===== src/mmi_pkg.sv =====
package mmi_pkg;

    localparam int DATA_W = 32;
    localparam int DIFF_W = DATA_W + 1;
    localparam int CFG_IDX_W = 8;
    localparam int S_TDATA_W = 200;
    localparam int M_TDATA_W = 192;
    localparam int DSQ_W = 63;
    localparam int FRAC_W = 54;
    localparam int SQRT_STEPS = 32;

    typedef enum logic [2:0] {
        ACT_MIN_VEC   = 3'd0,
        ACT_MIN_IMAGE = 3'd1,
        ACT_FOLD_REAL = 3'd2,
        ACT_FOLD_FRAC = 3'd3,
        ACT_FRAC_REAL = 3'd4,
        ACT_RSVD5     = 3'd5,
        ACT_RSVD6     = 3'd6,
        ACT_RSVD7     = 3'd7
    } act_t;

    localparam logic [CFG_IDX_W-1:0] REG_CELL_A_X = 8'd0;
    localparam logic [CFG_IDX_W-1:0] REG_CELL_B_Y = 8'd1;
    localparam logic [CFG_IDX_W-1:0] REG_CELL_C_X = 8'd2;
    localparam logic [CFG_IDX_W-1:0] REG_CELL_C_Z = 8'd3;
    localparam logic [CFG_IDX_W-1:0] REG_INV_A_X  = 8'd4;
    localparam logic [CFG_IDX_W-1:0] REG_INV_B_Y  = 8'd5;
    localparam logic [CFG_IDX_W-1:0] REG_INV_C_X  = 8'd6;
    localparam logic [CFG_IDX_W-1:0] REG_INV_C_Z  = 8'd7;

    typedef struct packed {
        logic [30:0]        cell_a_x;
        logic [30:0]        cell_b_y;
        logic signed [31:0] cell_c_x;
        logic [30:0]        cell_c_z;
        logic signed [31:0] inv_a_x;
        logic signed [31:0] inv_b_y;
        logic signed [31:0] inv_c_x;
        logic signed [31:0] inv_c_z;
    } cfg_t;

    // classified item handed from the front end to the datapath
    typedef struct packed {
        act_t                     action;
        logic signed [DIFF_W-1:0] d_x;
        logic signed [DIFF_W-1:0] d_y;
        logic signed [DIFF_W-1:0] d_z;
        logic signed [DATA_W-1:0] q_x;
        logic signed [DATA_W-1:0] q_y;
        logic signed [DATA_W-1:0] q_z;
    } item_t;

    typedef struct packed {
        logic push;
        logic full;
    } push_ctl_t;

    typedef struct packed {
        logic pop;
        logic empty;
    } pop_ctl_t;

endpackage


===== src/mmi_front.sv =====
module mmi_front (
    input  logic                     s_tvalid,
    input  logic [mmi_pkg::S_TDATA_W-1:0] s_tdata,
    output logic                     s_tready,
    output mmi_pkg::item_t           item,
    output logic                     push,
    input  logic                     full
);

    logic signed [mmi_pkg::DATA_W-1:0] p_x, p_y, p_z;
    logic signed [mmi_pkg::DATA_W-1:0] q_x, q_y, q_z;
    mmi_pkg::act_t act;
    logic diff_mode;

    assign act = mmi_pkg::act_t'(s_tdata[2:0]);
    assign p_x = $signed(s_tdata[34:3]);
    assign p_y = $signed(s_tdata[66:35]);
    assign p_z = $signed(s_tdata[98:67]);
    assign q_x = $signed(s_tdata[130:99]);
    assign q_y = $signed(s_tdata[162:131]);
    assign q_z = $signed(s_tdata[194:163]);

    assign diff_mode = (act == mmi_pkg::ACT_MIN_VEC) || (act == mmi_pkg::ACT_MIN_IMAGE);

    always_comb begin
        item.action = act;
        item.q_x = q_x;
        item.q_y = q_y;
        item.q_z = q_z;
        if (diff_mode) begin
            item.d_x = 33'(q_x) - 33'(p_x);
            item.d_y = 33'(q_y) - 33'(p_y);
            item.d_z = 33'(q_z) - 33'(p_z);
        end else begin
            item.d_x = 33'(p_x);
            item.d_y = 33'(p_y);
            item.d_z = 33'(p_z);
        end
    end

    assign s_tready = !full;
    assign push = s_tvalid && !full;

endmodule


===== config.mk =====
export PLATFORM = sky130hd
export DESIGN_NAME = mmi_front
export DESIGN_NICKNAME = d
export VERILOG_FILES = /design/src/mmi_pkg.sv /design/src/mmi_front.sv
export SDC_FILE = /design/constraint.sdc
export NUM_CORES = 1
export LEC_CHECK = 0
export BUFFER_PORTS_ARGS = -buffer_cell sky130_fd_sc_hd__buf_4
export CAP_MARGIN = 20
export CORE_AREA = 2 2 158 160
export DETAILED_ROUTE_END_ITERATION = 10
export DIE_AREA = 0 0 160 162
export PLACE_DENSITY_LB_ADDON = 0.1
export SETUP_SLACK_MARGIN = 0.2
export SLEW_MARGIN = 20
export SYNTH_ARGS = -nofsm -noshare
export SYNTH_HDL_FRONTEND = slang
export SYNTH_SLANG_ARGS = --single-unit

===== constraint.sdc =====
create_clock -name vclk -period 5.4
set_input_delay 1.35 -clock vclk [all_inputs]
set_output_delay 1.35 -clock vclk [all_outputs]
set_load 0.02 [all_outputs]

==> results.py <==
metrics = {
    "logic_synthesis": {
        "syn_area_per_cell_sq_um": 6.41,
        "synth_most_common_cell": "nand2_1",
        "netlist_top_cells_count": "nand2_1, o21ai_0, inv_1",
        "synth_nets": 1391,
        "netlist.area_leader.share_pct": 17.2,
        "synth_top_area_cell": "ha_1",
        "synthTopCellsByArea": "ha_1, buf_4, o21ai_0",
        "synth-seq-area-share_pct": 0,
        "synth_area_sq_um": 6980,
        "synthDistinctLibCells": 67,
        "synth_warnings": 0,
        "synthCells": 1090,
    },
    "hold_path": {
        "holdPathEnd": "item[195]",
        "worstHoldPathCells": 0,
        "hp-class": "in2out",
        "min_from": "s_tdata[0]",
    },
    "power": {
        "ir_worst_vdd_mv": 0.0443,
        "power_density_nw_per_um2": 127,
        "power_leakage_uw": 0.00557,
    },
    "drt": {
        "wl_met1_mm": 11.3,
        "drc": 0,
        "post_drt_wl_per_cell_um": 14.7,
        "top_layer_used": "met4",
        "antenna_left": 0,
        "avgViaCountPerCell": 4.80,
        "drt_iter0_markers": 309,
        "wl_met2_mm": 12.6,
        "dr_wl_met3_mm": 1.52,
        "routed_wl_mm": 25.5,
        "num_vias": 8333,
        "dr.pass1.iters": 4,
    },
    "worst_setup_path": {
        "critPathRequiredTime_ns": 4.05,
        "arrival_ns": 3.82,
        "path_cells": "buf_6, inv_2, ha_4, o21ai_2, or3_4, a31oi_4, o21ai_2, o21a_1, o311ai_2, buf_4, a31oi_4, xnor2_2, mux2_4, buf_6",
        "critical_path.max_stage_delay_ns": 0.39,
        "worst-setup-path-type": "in2out",
        "critPathMaxFanout": 2,
        "slowest_stage": "or3_4",
        "crit_path_end_kind": "output pin",
        "startpoint_type": "input pin",
    },
    "die": {
        "die_y_um": 162,
        "coreArea_sq_um": 24100,
        "start_util_pct": 29.0,
        "rows": 57,
        "die_x_um": 160,
        "pin_count": 402,
        "dieArea_sq_um": 25900,
    },
    "finish": {
        "diodes": 0,
        "fin_cells": 1737,
        "nFlopsAndLatches": 0,
        "clock_buffers": 0,
        "area_growth_pct": 51.8,
        "drive_gt1_share_pct": 40.3,
        "stdcell_area_sq_um": 10600,
        "seqCellArea_sq_um": 0,
        "nets": 1716,
        "fillCellCount": 2580,
        "multi_input_area_sq_um": 6170,
    },
    "placement": {
        "dpl_cell_area_sq_um": 9880,
        "placed_cells": 1728,
        "gp_congestion": 0.862,
        "io_buffers": 395,
        "dpl_worst_slack_ns": -0.178,
        "hpwlAfterDp_mm": 22.0,
    },
    "timing": {
        "fin_ws_ns": 0.232,
        "period_share_pct": 95.7,
        "setup_viol": 0,
        "min_period_ns": 5.17,
        "max_freq_ghz": 0.193,
        "max_slew_margin_pct": 44.9,
        "finalHoldViolations": 0,
        "max_slew.worst_pin.slew_ns": 0.824,
        "rsz0062_at_grt": "yes",
        "finalMaxSlewViolations": 0,
    },
    "status": {
        "outcome": "complete, no violations",
    },
    "grt": {
        "grtUsageTotal_pct": 18.0,
        "grt_pass1_wl_mm": 39.3,
        "overflow": 0,
        "grt_pass1_vias": 7830,
        "antenna_found_initial": 0,
        "grt_max_degree": 71,
    },
    "job": {
        "maxCapViolCount": 0,
    },
    "clocking": {
        "cts_hold_buf": 0,
    },
}
-- metal layers --
layer / vias to the layer above / global-route usage (%)
met3: 10 / 2.68
met2: 246 / 33.0
li1: 4353 / -
met4: 0 / 0.532
met1: 3724 / 23.4
met5: - / 0
-- metrics by stage --
stage,util [%],setup TNS (ns),hold WS (ns),total power [uW]
floorplan,-,0,2.78,784
global placement,41.0,-0.657,2.70,1240
detailed placement,41.0,-0.669,2.70,1240
CTS,42.2,0,2.70,1290
global route,44.0,0,2.70,1470
finish,44.0,0,2.70,1340
-- worst max-delay path, delay by kind of cell --
kind / cells / cell delay [ns]
multiplexers: 1 / 0.30
AND/OR/NAND/NOR: 1 / 0.39
adder cells (fa/ha/maj): 1 / 0.26
AO/OA/AOI/OAI: 6 / 0.90
buffers and inverters: 4 / 0.43
XOR/XNOR: 1 / 0.17
-- where the power goes --
group	switching, uW	internal (uW)	total [uW]
Combinational	723	622	1340
Sequential	0	0	0
Clock	0	0	0
Total	723	622	1340
-- cell families after synthesis --
family	count (synthesis)	share of synthesized area, %
AO/OA/AOI/OAI	351	31.6
multiplexers	6	0.914
XOR/XNOR	75	9.41
buffers and inverters	263	19.9
AND/OR/NAND/NOR	296	20.1
adder cells (fa/ha/maj)	99	18.1
-- placed cells by master (no fill, tap or decap), types with 12 or more instances in the layout --
cell        n
a21o_1     44
a21oi_1    69
buf_4     440
buf_6      17
ha_1       83
ha_4       12
inv_1     117
nand2_1   135
nand3_1    23
nand4_1    17
nor2_1     35
nor3_1     16
o21ai_0   108
o21bai_1   14
xnor2_1    31
xor2_1     42
-- area by class of cell --
type                       instances  share of cell area (%)
multi-input combinational        827                    58.2
timing repair buffer             460                    33.4
inverter                         126                    4.56
tap                              324                    3.82
-- timing repair --
item / 4_1_cts / 5_1_grt
pin swaps: 17 / 45
setup endpoints to repair: 32 / 41
buffers inserted: 5 / 4
endpoints found under the hold margin: 0 / 0
resized for setup: 60 / 93
-- worst max-delay path by stage --
stage                 start   endpoint  slack (ns)  cells after the start
2_1_floorplan   s_tdata[76]  item[126]        0.25                     11
3_3_place_gp    s_tdata[67]  item[122]       -0.16                     13
3_5_place_dp    s_tdata[67]  item[122]       -0.18                     13
4_1_cts        s_tdata[163]  item[122]        0.12                     14
5_1_grt         s_tdata[36]  item[152]        0.14                     15
6_report         s_tdata[9]  item[191]        0.23                     14
(Power assumes the default switching activity.)
