## src/mmi_pkg.sv

```systemverilog
package mmi_pkg;

    localparam int DATA_W = 32;
    localparam int DIFF_W = DATA_W + 1;
    localparam int CFG_IDX_W = 8;
    localparam int S_TDATA_W = 200;
    localparam int M_TDATA_W = 192;
    localparam int DSQ_W = 63;
    localparam int FRAC_W = 54;
    localparam int SQRT_STEPS = 32;

    typedef enum logic [2:0] {
        ACT_MIN_VEC   = 3'd0,
        ACT_MIN_IMAGE = 3'd1,
        ACT_FOLD_REAL = 3'd2,
        ACT_FOLD_FRAC = 3'd3,
        ACT_FRAC_REAL = 3'd4,
        ACT_RSVD5     = 3'd5,
        ACT_RSVD6     = 3'd6,
        ACT_RSVD7     = 3'd7
    } act_t;

    localparam logic [CFG_IDX_W-1:0] REG_CELL_A_X = 8'd0;
    localparam logic [CFG_IDX_W-1:0] REG_CELL_B_Y = 8'd1;
    localparam logic [CFG_IDX_W-1:0] REG_CELL_C_X = 8'd2;
    localparam logic [CFG_IDX_W-1:0] REG_CELL_C_Z = 8'd3;
    localparam logic [CFG_IDX_W-1:0] REG_INV_A_X  = 8'd4;
    localparam logic [CFG_IDX_W-1:0] REG_INV_B_Y  = 8'd5;
    localparam logic [CFG_IDX_W-1:0] REG_INV_C_X  = 8'd6;
    localparam logic [CFG_IDX_W-1:0] REG_INV_C_Z  = 8'd7;

    typedef struct packed {
        logic [30:0]        cell_a_x;
        logic [30:0]        cell_b_y;
        logic signed [31:0] cell_c_x;
        logic [30:0]        cell_c_z;
        logic signed [31:0] inv_a_x;
        logic signed [31:0] inv_b_y;
        logic signed [31:0] inv_c_x;
        logic signed [31:0] inv_c_z;
    } cfg_t;

    // classified item handed from the front end to the datapath
    typedef struct packed {
        act_t                     action;
        logic signed [DIFF_W-1:0] d_x;
        logic signed [DIFF_W-1:0] d_y;
        logic signed [DIFF_W-1:0] d_z;
        logic signed [DATA_W-1:0] q_x;
        logic signed [DATA_W-1:0] q_y;
        logic signed [DATA_W-1:0] q_z;
    } item_t;

    typedef struct packed {
        logic push;
        logic full;
    } push_ctl_t;

    typedef struct packed {
        logic pop;
        logic empty;
    } pop_ctl_t;

endpackage

```

## src/mmi_queue.sv

```systemverilog
module mmi_queue (
    input  logic                aclk,
    input  logic                aresetn,
    input  mmi_pkg::push_ctl_t  wr_ctl_unused_guard,
    input  mmi_pkg::item_t      wr_item,
    input  logic                push,
    output logic                full,
    input  logic                pop,
    output logic                empty,
    output mmi_pkg::item_t      rd_item
);

    localparam int DEPTH = 4;
    localparam int PTR_W = $clog2(DEPTH);

    mmi_pkg::item_t mem [DEPTH];
    logic [PTR_W-1:0] wr_ptr_reg, rd_ptr_reg;
    logic [PTR_W:0]   count_reg;
    logic do_push, do_pop;

    assign full = (count_reg == (PTR_W+1)'(DEPTH)) || wr_ctl_unused_guard.full;
    assign empty = (count_reg == '0);
    assign do_push = push && !full && wr_ctl_unused_guard.push;
    assign do_pop = pop && !empty;
    assign rd_item = mem[rd_ptr_reg];

    always_ff @(posedge aclk) begin
        if (do_push) begin
            mem[wr_ptr_reg] <= wr_item;
        end
    end

    always_ff @(posedge aclk) begin
        if (!aresetn) begin
            wr_ptr_reg <= '0;
            rd_ptr_reg <= '0;
            count_reg <= '0;
        end else begin
            if (do_push) begin
                wr_ptr_reg <= wr_ptr_reg + 1'b1;
            end
            if (do_pop) begin
                rd_ptr_reg <= rd_ptr_reg + 1'b1;
            end
            count_reg <= count_reg + (PTR_W+1)'(do_push) - (PTR_W+1)'(do_pop);
        end
    end

endmodule

```

## config.mk

```make
export PLATFORM = sky130hd
export DESIGN_NAME = mmi_queue
export DESIGN_NICKNAME = d
export VERILOG_FILES = /design/src/mmi_pkg.sv /design/src/mmi_queue.sv
export SDC_FILE = /design/constraint.sdc
export NUM_CORES = 1
export LEC_CHECK = 0
export ABC_CLOCK_PERIOD_IN_PS = 6000
export BUFFER_PORTS_ARGS = -buffer_cell sky130_fd_sc_hd__buf_4
export CORE_ASPECT_RATIO = 0.5
export CORE_MARGIN = 3
export CORE_UTILIZATION = 50
export DETAILED_ROUTE_END_ITERATION = 6
export PLACE_DENSITY = 0.81
export SYNTH_ARGS = -nofsm -noshare
export SYNTH_HDL_FRONTEND = slang
export SYNTH_SLANG_ARGS = --single-unit
```

## constraint.sdc

```tcl
create_clock -name aclk -period 6 [get_ports aclk]
set_input_delay 0.3 -clock aclk [delete_from_list [all_inputs] [get_ports aclk]]
set_output_delay 0.3 -clock aclk [all_outputs]
set_load 0.02 [all_outputs]
```

==> flow_summary.ini, run 1 <==
[setup_path]
cp-start-kind = flop
critPathKind = reg -> out
max_stage_delay_ns = 0.87
required_ns = 5.70
path_buf_inv = 2
cpMaxStageDelayCell = dfxtp_4
reg2reg_from = count_reg[1]$_SDFF_PN0_
crit_fanout = 149
path_cells = buf_12 -> mux4_2 -> buf_4
reg2reg_to = mem[2][118]$_DFFE_PP_
critical-path-top-delay-family = buffers and inverters
r2r_cells = 4
cp.arrival_ns = 3.00
regToRegSetupSlack_ns = 2.90
endpoint_kind = output port

[worst_hold_path]
hold_end = wr_ptr_reg[1]$_SDFFE_PN0N_
whs_path_depth = 3
hp-start = wr_ctl_unused_guard[0]
min_path_type = in -> reg

[grt]
grt_antenna_before_repair = 12
grtUsageTotal_pct = 24.1
grt_overflow = 0
grt_pass1_vias = 15815
grt_pass1_wl_mm = 107
grt_max_degree = 150

[synthesis]
synth_largest_area_cell = edfxtp_1
yosys_warnings = 0
synthTopCellsByArea = edfxtp_1 (82%), mux4_2 (15%), dfxtp_1 (0.62%)
synthCells = 1085
synth_most_common_cell = edfxtp_1
ys_ff_latch = 801
synth_edf_count = 792
synth_top_area_share_pct = 81.9
avgSynthCellArea_um2 = 26.8
ys_async_sr_fraction_pct = 0
synth_nets = 1296
synth_common_cells = edfxtp_1 (792), mux4_2 (198), buf_2 (22), buf_6 (15), dfxtp_1 (9)
synth_seq_area_share_pct = 82.6
yosysUniqueCellTypes = 23
ys.flop_type = edfxtp_1
netlist_area_um2 = 29000

[cts]
cts_buffer_depth = 3
clk_pin_slew_ns = 0.06
cts_buffers = 70
cts_sinks = 801
cts_tree = yes
ctsResizeCount = 0
insertion_delay_ns = 0.61
clockRootBuffer = clkbuf_16
h-tree-depth = 3

[placement]
place_congestion = 0.774
post-place-cells = 2212
port-buffer-count = 403
place_hpwl_mm = 38.1

[sta]
tns_ns = 0
final.setup_skew_ns = 0.0261
fmax_ghz = 0.303
timing.final.hold_violations = 0
tightest_slew_ns = 1.03
rsz0062_at_grt = no
slew_headroom_pct = 31.0
slew_viol_final = 0
final.period_utilization_pct = 55.0
setup_viol = 0
fin_crit_ns = 3.30

[routing]
drtPass1Iterations = 7
vias = 15307
drc = 0
routed_wl_mm = 78.4
detail_route.vias_per_cell = 6.00
drt_iter0_markers = 1859
detail_route.wl_per_cell_um = 30.7
drtAntennaViolNets = 0

[status]
outcome = finished, final reports clean

[finish]
fin_nets = 1938
largest_register_ffs = 792
instances_no_fill = 2551
syn_to_final_growth_pct = 28.0
drive_gt1_share_pct = 40.0
fillCellCount = 3292

[power_and_ir_drop]
power.clock.fraction_pct = 32.9
p_leak_nw = 12.3
ir_drop_mv = 0.210
pwr-share-comb_pct = 21.2
pwr-share-seq_pct = 45.9
switchingPower_mw = 3.76
powerDensity_nw_per_um2 = 375
p_int_mw = 10.2
p_sw_share_pct = 27.0

[floorplanning]
fp.coreArea_um2 = 56500
start_util_pct = 51.4
die_x_um = 347
die_y_um = 176
rows = 61
ios = 404
die_area_um2 = 61200

[run]
cap_violations = 0
==> how the worst max path moves through the flow <==
stage,depth (start not counted),from,endpoint,slack [ns]
after floorplan,3,count_reg[1]$_SDFF_PN0_,mem[0][0]$_DFFE_PP_,2.17
after global placement,4,count_reg[1]$_SDFF_PN0_,mem[2][74]$_DFFE_PP_,3.09
after detailed placement,4,count_reg[1]$_SDFF_PN0_,mem[2][77]$_DFFE_PP_,3.06
after CTS,3,flop,rd_item[157],2.74
after global routing,3,flop,rd_item[167],2.64
final,3,flop,rd_item[75],2.70
==> worst min-delay path: cells and delay by family <==
| kind | cells | cell delay [ns] |
|---|---|---|
| mux | 1 | 0.12 |
| compound gates | 1 | 0.07 |
| buf+inv | 1 | 0.10 |
==> power by group through the flow <==
stage	Sequential [mW]	Clock, mW	Combinational [mW]
global placement	6.50	0	2.72
detailed placement	6.50	0	2.74
global route	6.41	4.80	3.04
floorplan	6.43	0	1.75
finish	6.39	4.58	2.95
CTS	6.39	4.48	2.90
==> metal layers <==
metal | global-route usage, % | wire length (µm)
met5 | 0 | 0
met4 | 15.6 | 5960
met3 | 3.78 | 4670
met2 | 43.4 | 42400
met1 | 27.0 | 25300
==> what timing repair did <==
item                                   4_1_cts  5_1_grt
buffers inserted                             0        0
endpoints found under the hold margin      794        0
hold buffers                               199        0
==> placed cells by master (no fill, tap or decap), types with 2 or more instances in the layout <==
master         instances
and2_1                 2
and2_4                 4
buf_12                 8
buf_4                408
bufinv_16              8
clkbuf_1              12
clkbuf_16             71
clkinv_1              22
clkinv_2               9
dfxtp_1                7
dfxtp_4                2
diode_2               16
dlygate4sd3_1        199
edfxtp_1             792
ha_1                   6
inv_1                  5
inv_6                  2
mux2i_1                2
mux4_2               198
nand2_1                7
nor2b_1                2
o21ai_0                3
xnor2_1                2
==> cells by family (layout without fill, tap and decap cells) <==
logic type               after synthesis  in the layout  synth area share, %
multiplexers                         200            200                 15.4
XOR/XNOR                               2              2               0.0604
AND/OR/NAND/NOR                       19             19                0.353
buffers and inverters                 50            744                 1.13
adder cells (fa/ha/maj)                7              7                0.328
AO/OA/AOI/OAI                          6              6                0.147
other                                  0             16                    0
flip-flops                           801            801                 82.6
==> metrics by stage <==
step                utilization, %  hold slack, ns  power, mW  cell area [µm²]  worst slack, ns
detailed placement            58.3           0.473       9.25            32900             3.06
global route                  65.8          0.0400       14.2            37100             2.64
floorplan                        -           0.399       8.18            29000             2.17
global placement              58.3           0.470       9.21            32900             3.09
CTS                           65.7          0.0223       13.8            37100             2.74
finish                        65.8          0.0499       13.9            37100             2.70
==> area by class of cell <==
cell class / instances / area [µm²] / share of cell area, %
sequential: 801 / 24000 / 64.5
clock inverter: 41 / 385 / 1.04
clock buffer: 83 / 1820 / 4.90
antenna: 16 / 40.0 / 0.108
multi-input combinational: 234 / 4750 / 12.8
tap: 756 / 946 / 2.55
inverter: 5 / 18.8 / 0.0505
timing repair buffer: 615 / 5220 / 14.0
Note: power is estimated with default switching activity, not from simulation.
==> run 2: changes to the inputs <==
ABC_CLOCK_PERIOD_IN_PS = 3300   (was 6000)
PLACE_DENSITY = 0.78   (was 0.81)
clock period = 3.3 ns   (was 6 ns; I/O delays follow)
==> run 2 against run 1 <==
Clock power rose by 71%. Sequential power rose by 80%. Cell count rose by 0.86%. Die area did not move. Combinational power rose by 83%. Critical path depth rose by 1. First-iteration DRC count fell by 35%. Sequential share of layout area fell by 0.67 points. Cell area rose by 1.0%. Via count fell by 3.6%. Largest cell class unchanged. Highest routed layer unchanged.
==> flow_summary.ini, run 2 (same netlist as run 1, synthesis figures left out) <==
[floorplanning]
rows = 61
die_y_um = 176
die_area_um2 = 61200
start_util_pct = 51.4
die_x_um = 347
fp.coreArea_um2 = 56500
ios = 404

[sta]
setup_slack_ns = 0.509
slew_viol_final = 0
fmax_ghz = 0.358
final.setup_skew_ns = 0.0196
rsz0062_at_grt = no
slew_headroom_pct = 56.4
fin_crit_ns = 2.79
setup_viol = 0
tightest_slew_ns = 0.655
final.period_utilization_pct = 84.6
timing.final.hold_violations = 0

[finish]
layout_common_cells = edfxtp_1 (792), buf_4 (423), dlygate4sd3_1 (201), mux4_2 (198), clkbuf_16 (72)
multi_input_area_um2 = 4750
drive_gt1_share_pct = 41.2
final-seq-area_um2 = 24000
fin_nets = 1973
syn_to_final_growth_pct = 29.3
final_common_cell = edfxtp_1
fillCellCount = 3333
largest_register_ffs = 792

[grt]
gr-usage-met1_pct = 25.0
grt_overflow = 0
grt_max_degree = 80
grt_pass1_vias = 16201
met3_usage_pct = 3.59
grt_use_met2_pct = 44.9
grtUsageTotal_pct = 23.7
top_usage_layer = met2
grt_antenna_before_repair = 8
grt_pass1_wl_mm = 106

[setup_path]
max_stage_delay_ns = 0.60
required_ns = 3.13
cp.arrival_ns = 2.63
crit_fanout = 27
cpMaxStageDelayCell = mux4_2
cp-start-kind = flop
endpoint_kind = output port
critPathKind = reg -> out
path_cells = buf_12 -> buf_4 -> mux4_2 -> buf_4
crit_top_cell = buf_4

[routing]
drt_iter0_markers = 1217
drtAntennaViolNets = 0
vias = 14759
detail_route.vias_per_cell = 5.74
drc = 0
drtPass1Iterations = 5
routed_wl_mm = 72.5
detail_route.wl_per_cell_um = 28.2

[power_and_ir_drop]
powerDensity_nw_per_um2 = 660
finalPower_mw = 24.8
p_leak_nw = 12.5
ir_drop_mv = 0.345

[status]
outcome = finished, final reports clean

[placement]
port-buffer-count = 403
place_congestion = 0.789
place_ws_ns = 0.795
place_hpwl_mm = 40.6

[worst_hold_path]
min_path_type = in -> reg

[cts]
clk_pin_slew_ns = 0.07
cts_buffer_depth = 3
insertion_delay_ns = 0.60
clockRootBuffer = clkbuf_16
cts_buffers = 69
h-tree-depth = 3
cts_tree = yes
cts_sinks = 801

[run]
cap_violations = 0
==> run 2: cell count changes in the layout (fill, tap and decap cells not counted), sizes merged <==
cell	previous run	this run
clkinv	31	17
dlygate4sd3	199	201
clkbuf	83	93
diode	16	9
clkinvlp	0	1
buf	416	450
bufinv	8	3
inv	7	8
==> run 2: path summary, 6_finish.rpt <==
kind              slack, ns                        from                         end  cells after the start
setup / recovery       0.51                        flop                 rd_item[12]                      4
hold / removal         0.15                        push  wr_ptr_reg[0]$_SDFFE_PN0N_                      5
setup reg to reg       0.79     count_reg[1]$_SDFF_PN0_     count_reg[2]$_SDFF_PN0_                     10
hold reg to reg        0.52  wr_ptr_reg[1]$_SDFFE_PN0N_  wr_ptr_reg[1]$_SDFFE_PN0N_                      2
==> run 2: worst max-delay path: cells and delay by family (launching register included) <==
| kind | cells | cell delay (ns) |
|---|---|---|
| mux | 1 | 0.60 |
| buf+inv | 3 | 0.88 |
| flops | 1 | 0.52 |
==> run 2: where the power goes <==
part           total, mW  switching [mW]  internal, mW
Sequential          11.5           0.141          11.4
Clock               7.81            3.54          4.27
Combinational       5.41            2.84          2.57
Total               24.8            6.53          18.2
==> run 2: area by class of cell <==
cell class	instances	share of cell area [%]
Tap cell	756	2.52
Timing Repair Buffer	651	15.3
Sequential cell	801	63.9
Clock buffer	93	5.04
Clock inverter	24	0.560
Antenna cell	9	0.0600
Inverter	5	0.0500
Multi-Input combinational cell	234	12.6
==> run 2: metal layers <==
metal / wire [µm] / share of wire [%]
met5: 0 / 0
met4: 4860 / 6.7
met3: 3220 / 4.4
met2: 41400 / 57
met1: 23000 / 32
==> run 2: stage by stage <==
step / TNS [ns] / hold WS (ns) / util [%] / instances / instance area (µm²)
5_1_grt: 0 / 0.147 / 66.5 / 2572 / 37500
6_report: 0 / 0.152 / 66.5 / 2573 / 37500
3_5_place_dp: 0 / 0.367 / 59.1 / 2246 / 33400
4_1_cts: 0 / 0.106 / 66.4 / 2564 / 37500
3_3_place_gp: 0 / 0.362 / 59.1 / 2246 / 33400
2_1_floorplan: -422.52 / 0.264 / - / 1085 / 29000
==> run 2: what timing repair did <==
action | 4_1_cts | 5_1_grt
hold buffers | 201 | 0
resized for setup | 0 | 0
hold endpoints to repair | 801 | 0
setup buffers | 0 | 0
==> run 3: changes to the inputs <==
ABC_CLOCK_PERIOD_IN_PS = 2700   (was 3300)
clock period = 2.7 ns   (was 3.3 ns; I/O delays follow)
==> run 3 against run 2 <==
Wire length grew 8.2%. Register-to-register slack lost 0.44 ns. Combinational power grew 26%. Core utilization grew 0.50 points. Critical path depth is the same. Via count grew 4.1%. Cell count grew 0.82%. Sequential share of layout area shrank 0.47 points. Largest power group unchanged.
==> flow_summary.ini, run 3 (same netlist as run 1, synthesis figures left out) <==
[status]
outcome = finished, final reports clean

[sta]
setup_viol = 0
slew_viol_final = 0
slew_headroom_pct = 52.0
timing.final.hold_violations = 0
final.setup_skew_ns = 0.0259
final.period_utilization_pct = 97.1
tightest_slew_ns = 0.720
fin_crit_ns = 2.62
fmax_ghz = 0.381
tns_ns = 0

[cts]
clk_pin_slew_ns = 0.06
cts_sinks = 801
insertion_delay_ns = 0.62
clockRootBuffer = clkbuf_16
h-tree-depth = 3
cts_buffers = 68
cts_tree = yes
cts_buffer_depth = 3

[finish]
final_common_cell = edfxtp_1
fillCellCount = 3258
fin_nets = 1984
syn_to_final_growth_pct = 30.3
layout_common_cells = edfxtp_1 (792), buf_4 (433), dlygate4sd3_1 (201), mux4_2 (198), clkbuf_16 (70)
utilization_pct = 67.0
final_area_um2 = 37800
drive_gt1_share_pct = 42.4
largest_register_ffs = 792

[worst_hold_path]
min_path_type = in -> reg

[power_and_ir_drop]
ir_drop_mv = 0.533
finalPower_mw = 31.1
powerDensity_nw_per_um2 = 823
p_leak_nw = 12.7

[routing]
drt_iter0_markers = 1801
detail_route.wl_per_cell_um = 30.2
drc = 0
vias = 15357
drtAntennaViolNets = 0
routed_wl_mm = 78.4
detail_route.vias_per_cell = 5.92
drtPass1Iterations = 5

[floorplanning]
start_util_pct = 51.4
fp.coreArea_um2 = 56500
ios = 404
die_x_um = 347
die_area_um2 = 61200
die_y_um = 176
rows = 61

[grt]
grt_pass1_wl_mm = 109
grt_max_degree = 68
grt_antenna_before_repair = 10
grt_overflow = 0
grtUsageTotal_pct = 24.5
grt_pass1_vias = 16357

[setup_path]
critPathKind = reg -> out
endpoint_kind = output port
cp.arrival_ns = 2.49
required_ns = 2.57
cp-start-kind = flop
crit_fanout = 22

[placement]
place_hpwl_mm = 42.6
placed_area_um2 = 33500
port-buffer-count = 403
place_congestion = 0.844

[run]
cap_violations = 0
[run 3: power breakdown]
part | total [mW] | leakage [nW] | switching (mW) | internal, mW
clock network | 10.2 | 1.09 | 4.61 | 5.56
registers | 14.1 | 7.22 | 0.195 | 13.9
logic | 6.81 | 4.34 | 3.60 | 3.21
[run 3: area by class of cell]
class / count / area, µm² / share of cell area [%]
diodes: 13 / 32.5 / 0.0860
repair buffers: 663 / 5830 / 15.4
well taps: 756 / 946 / 2.50
flip-flops and latches: 801 / 24000 / 63.4
clock inverters: 45 / 473 / 1.25
clock buffers: 77 / 1780 / 4.70
multi-input cells: 234 / 4760 / 12.6
inverters: 5 / 18.8 / 0.0496
[run 3: layer usage]
metal / track usage, % / vias to the layer above / share of wire [%]
met3: 3.66 / 272 / 5.3
met4: 14.7 / 0 / 7.2
met2: 45.8 / 917 / 56
met1: 26.6 / 8075 / 32
li1: - / 6093 / -
met5: 0 / - / 0
[run 3: final timing paths]
kind,to,startpoint,slack (ns),cells past startpoint
max,rd_item[132],flop,0.08,4
min,wr_ptr_reg[0]$_SDFFE_PN0N_,push,0.11,5
max reg2reg,count_reg[2]$_SDFF_PN0_,count_reg[1]$_SDFF_PN0_,0.35,10
min reg2reg,wr_ptr_reg[1]$_SDFFE_PN0N_,wr_ptr_reg[1]$_SDFFE_PN0N_,0.50,2
[run 3: worst max-delay path, stage by stage (launching register included)]
cell and delay [ns]:
dfxtp_4 0.60, buf_12 0.22, buf_12 0.25, mux4_2 0.59, buf_4 0.19
[run 3: through the flow]
stage	setup slack, ns	instances	hold WS, ns
final	0.0778	2594	0.109
after CTS	0.00539	2581	0.0900
after global placement	0.391	2258	0.333
after global routing	-0.00373	2592	0.138
after detailed placement	0.120	2258	0.337
after floorplan	0.0341	1085	0.234
[run 3: repair_timing]
item                                    in CTS  in global routing
endpoints found under the setup margin       0                 20
resized for setup                            0                  2
buffers inserted                             0                  0
hold buffers                               201                  0
endpoints found under the hold margin      801                  0
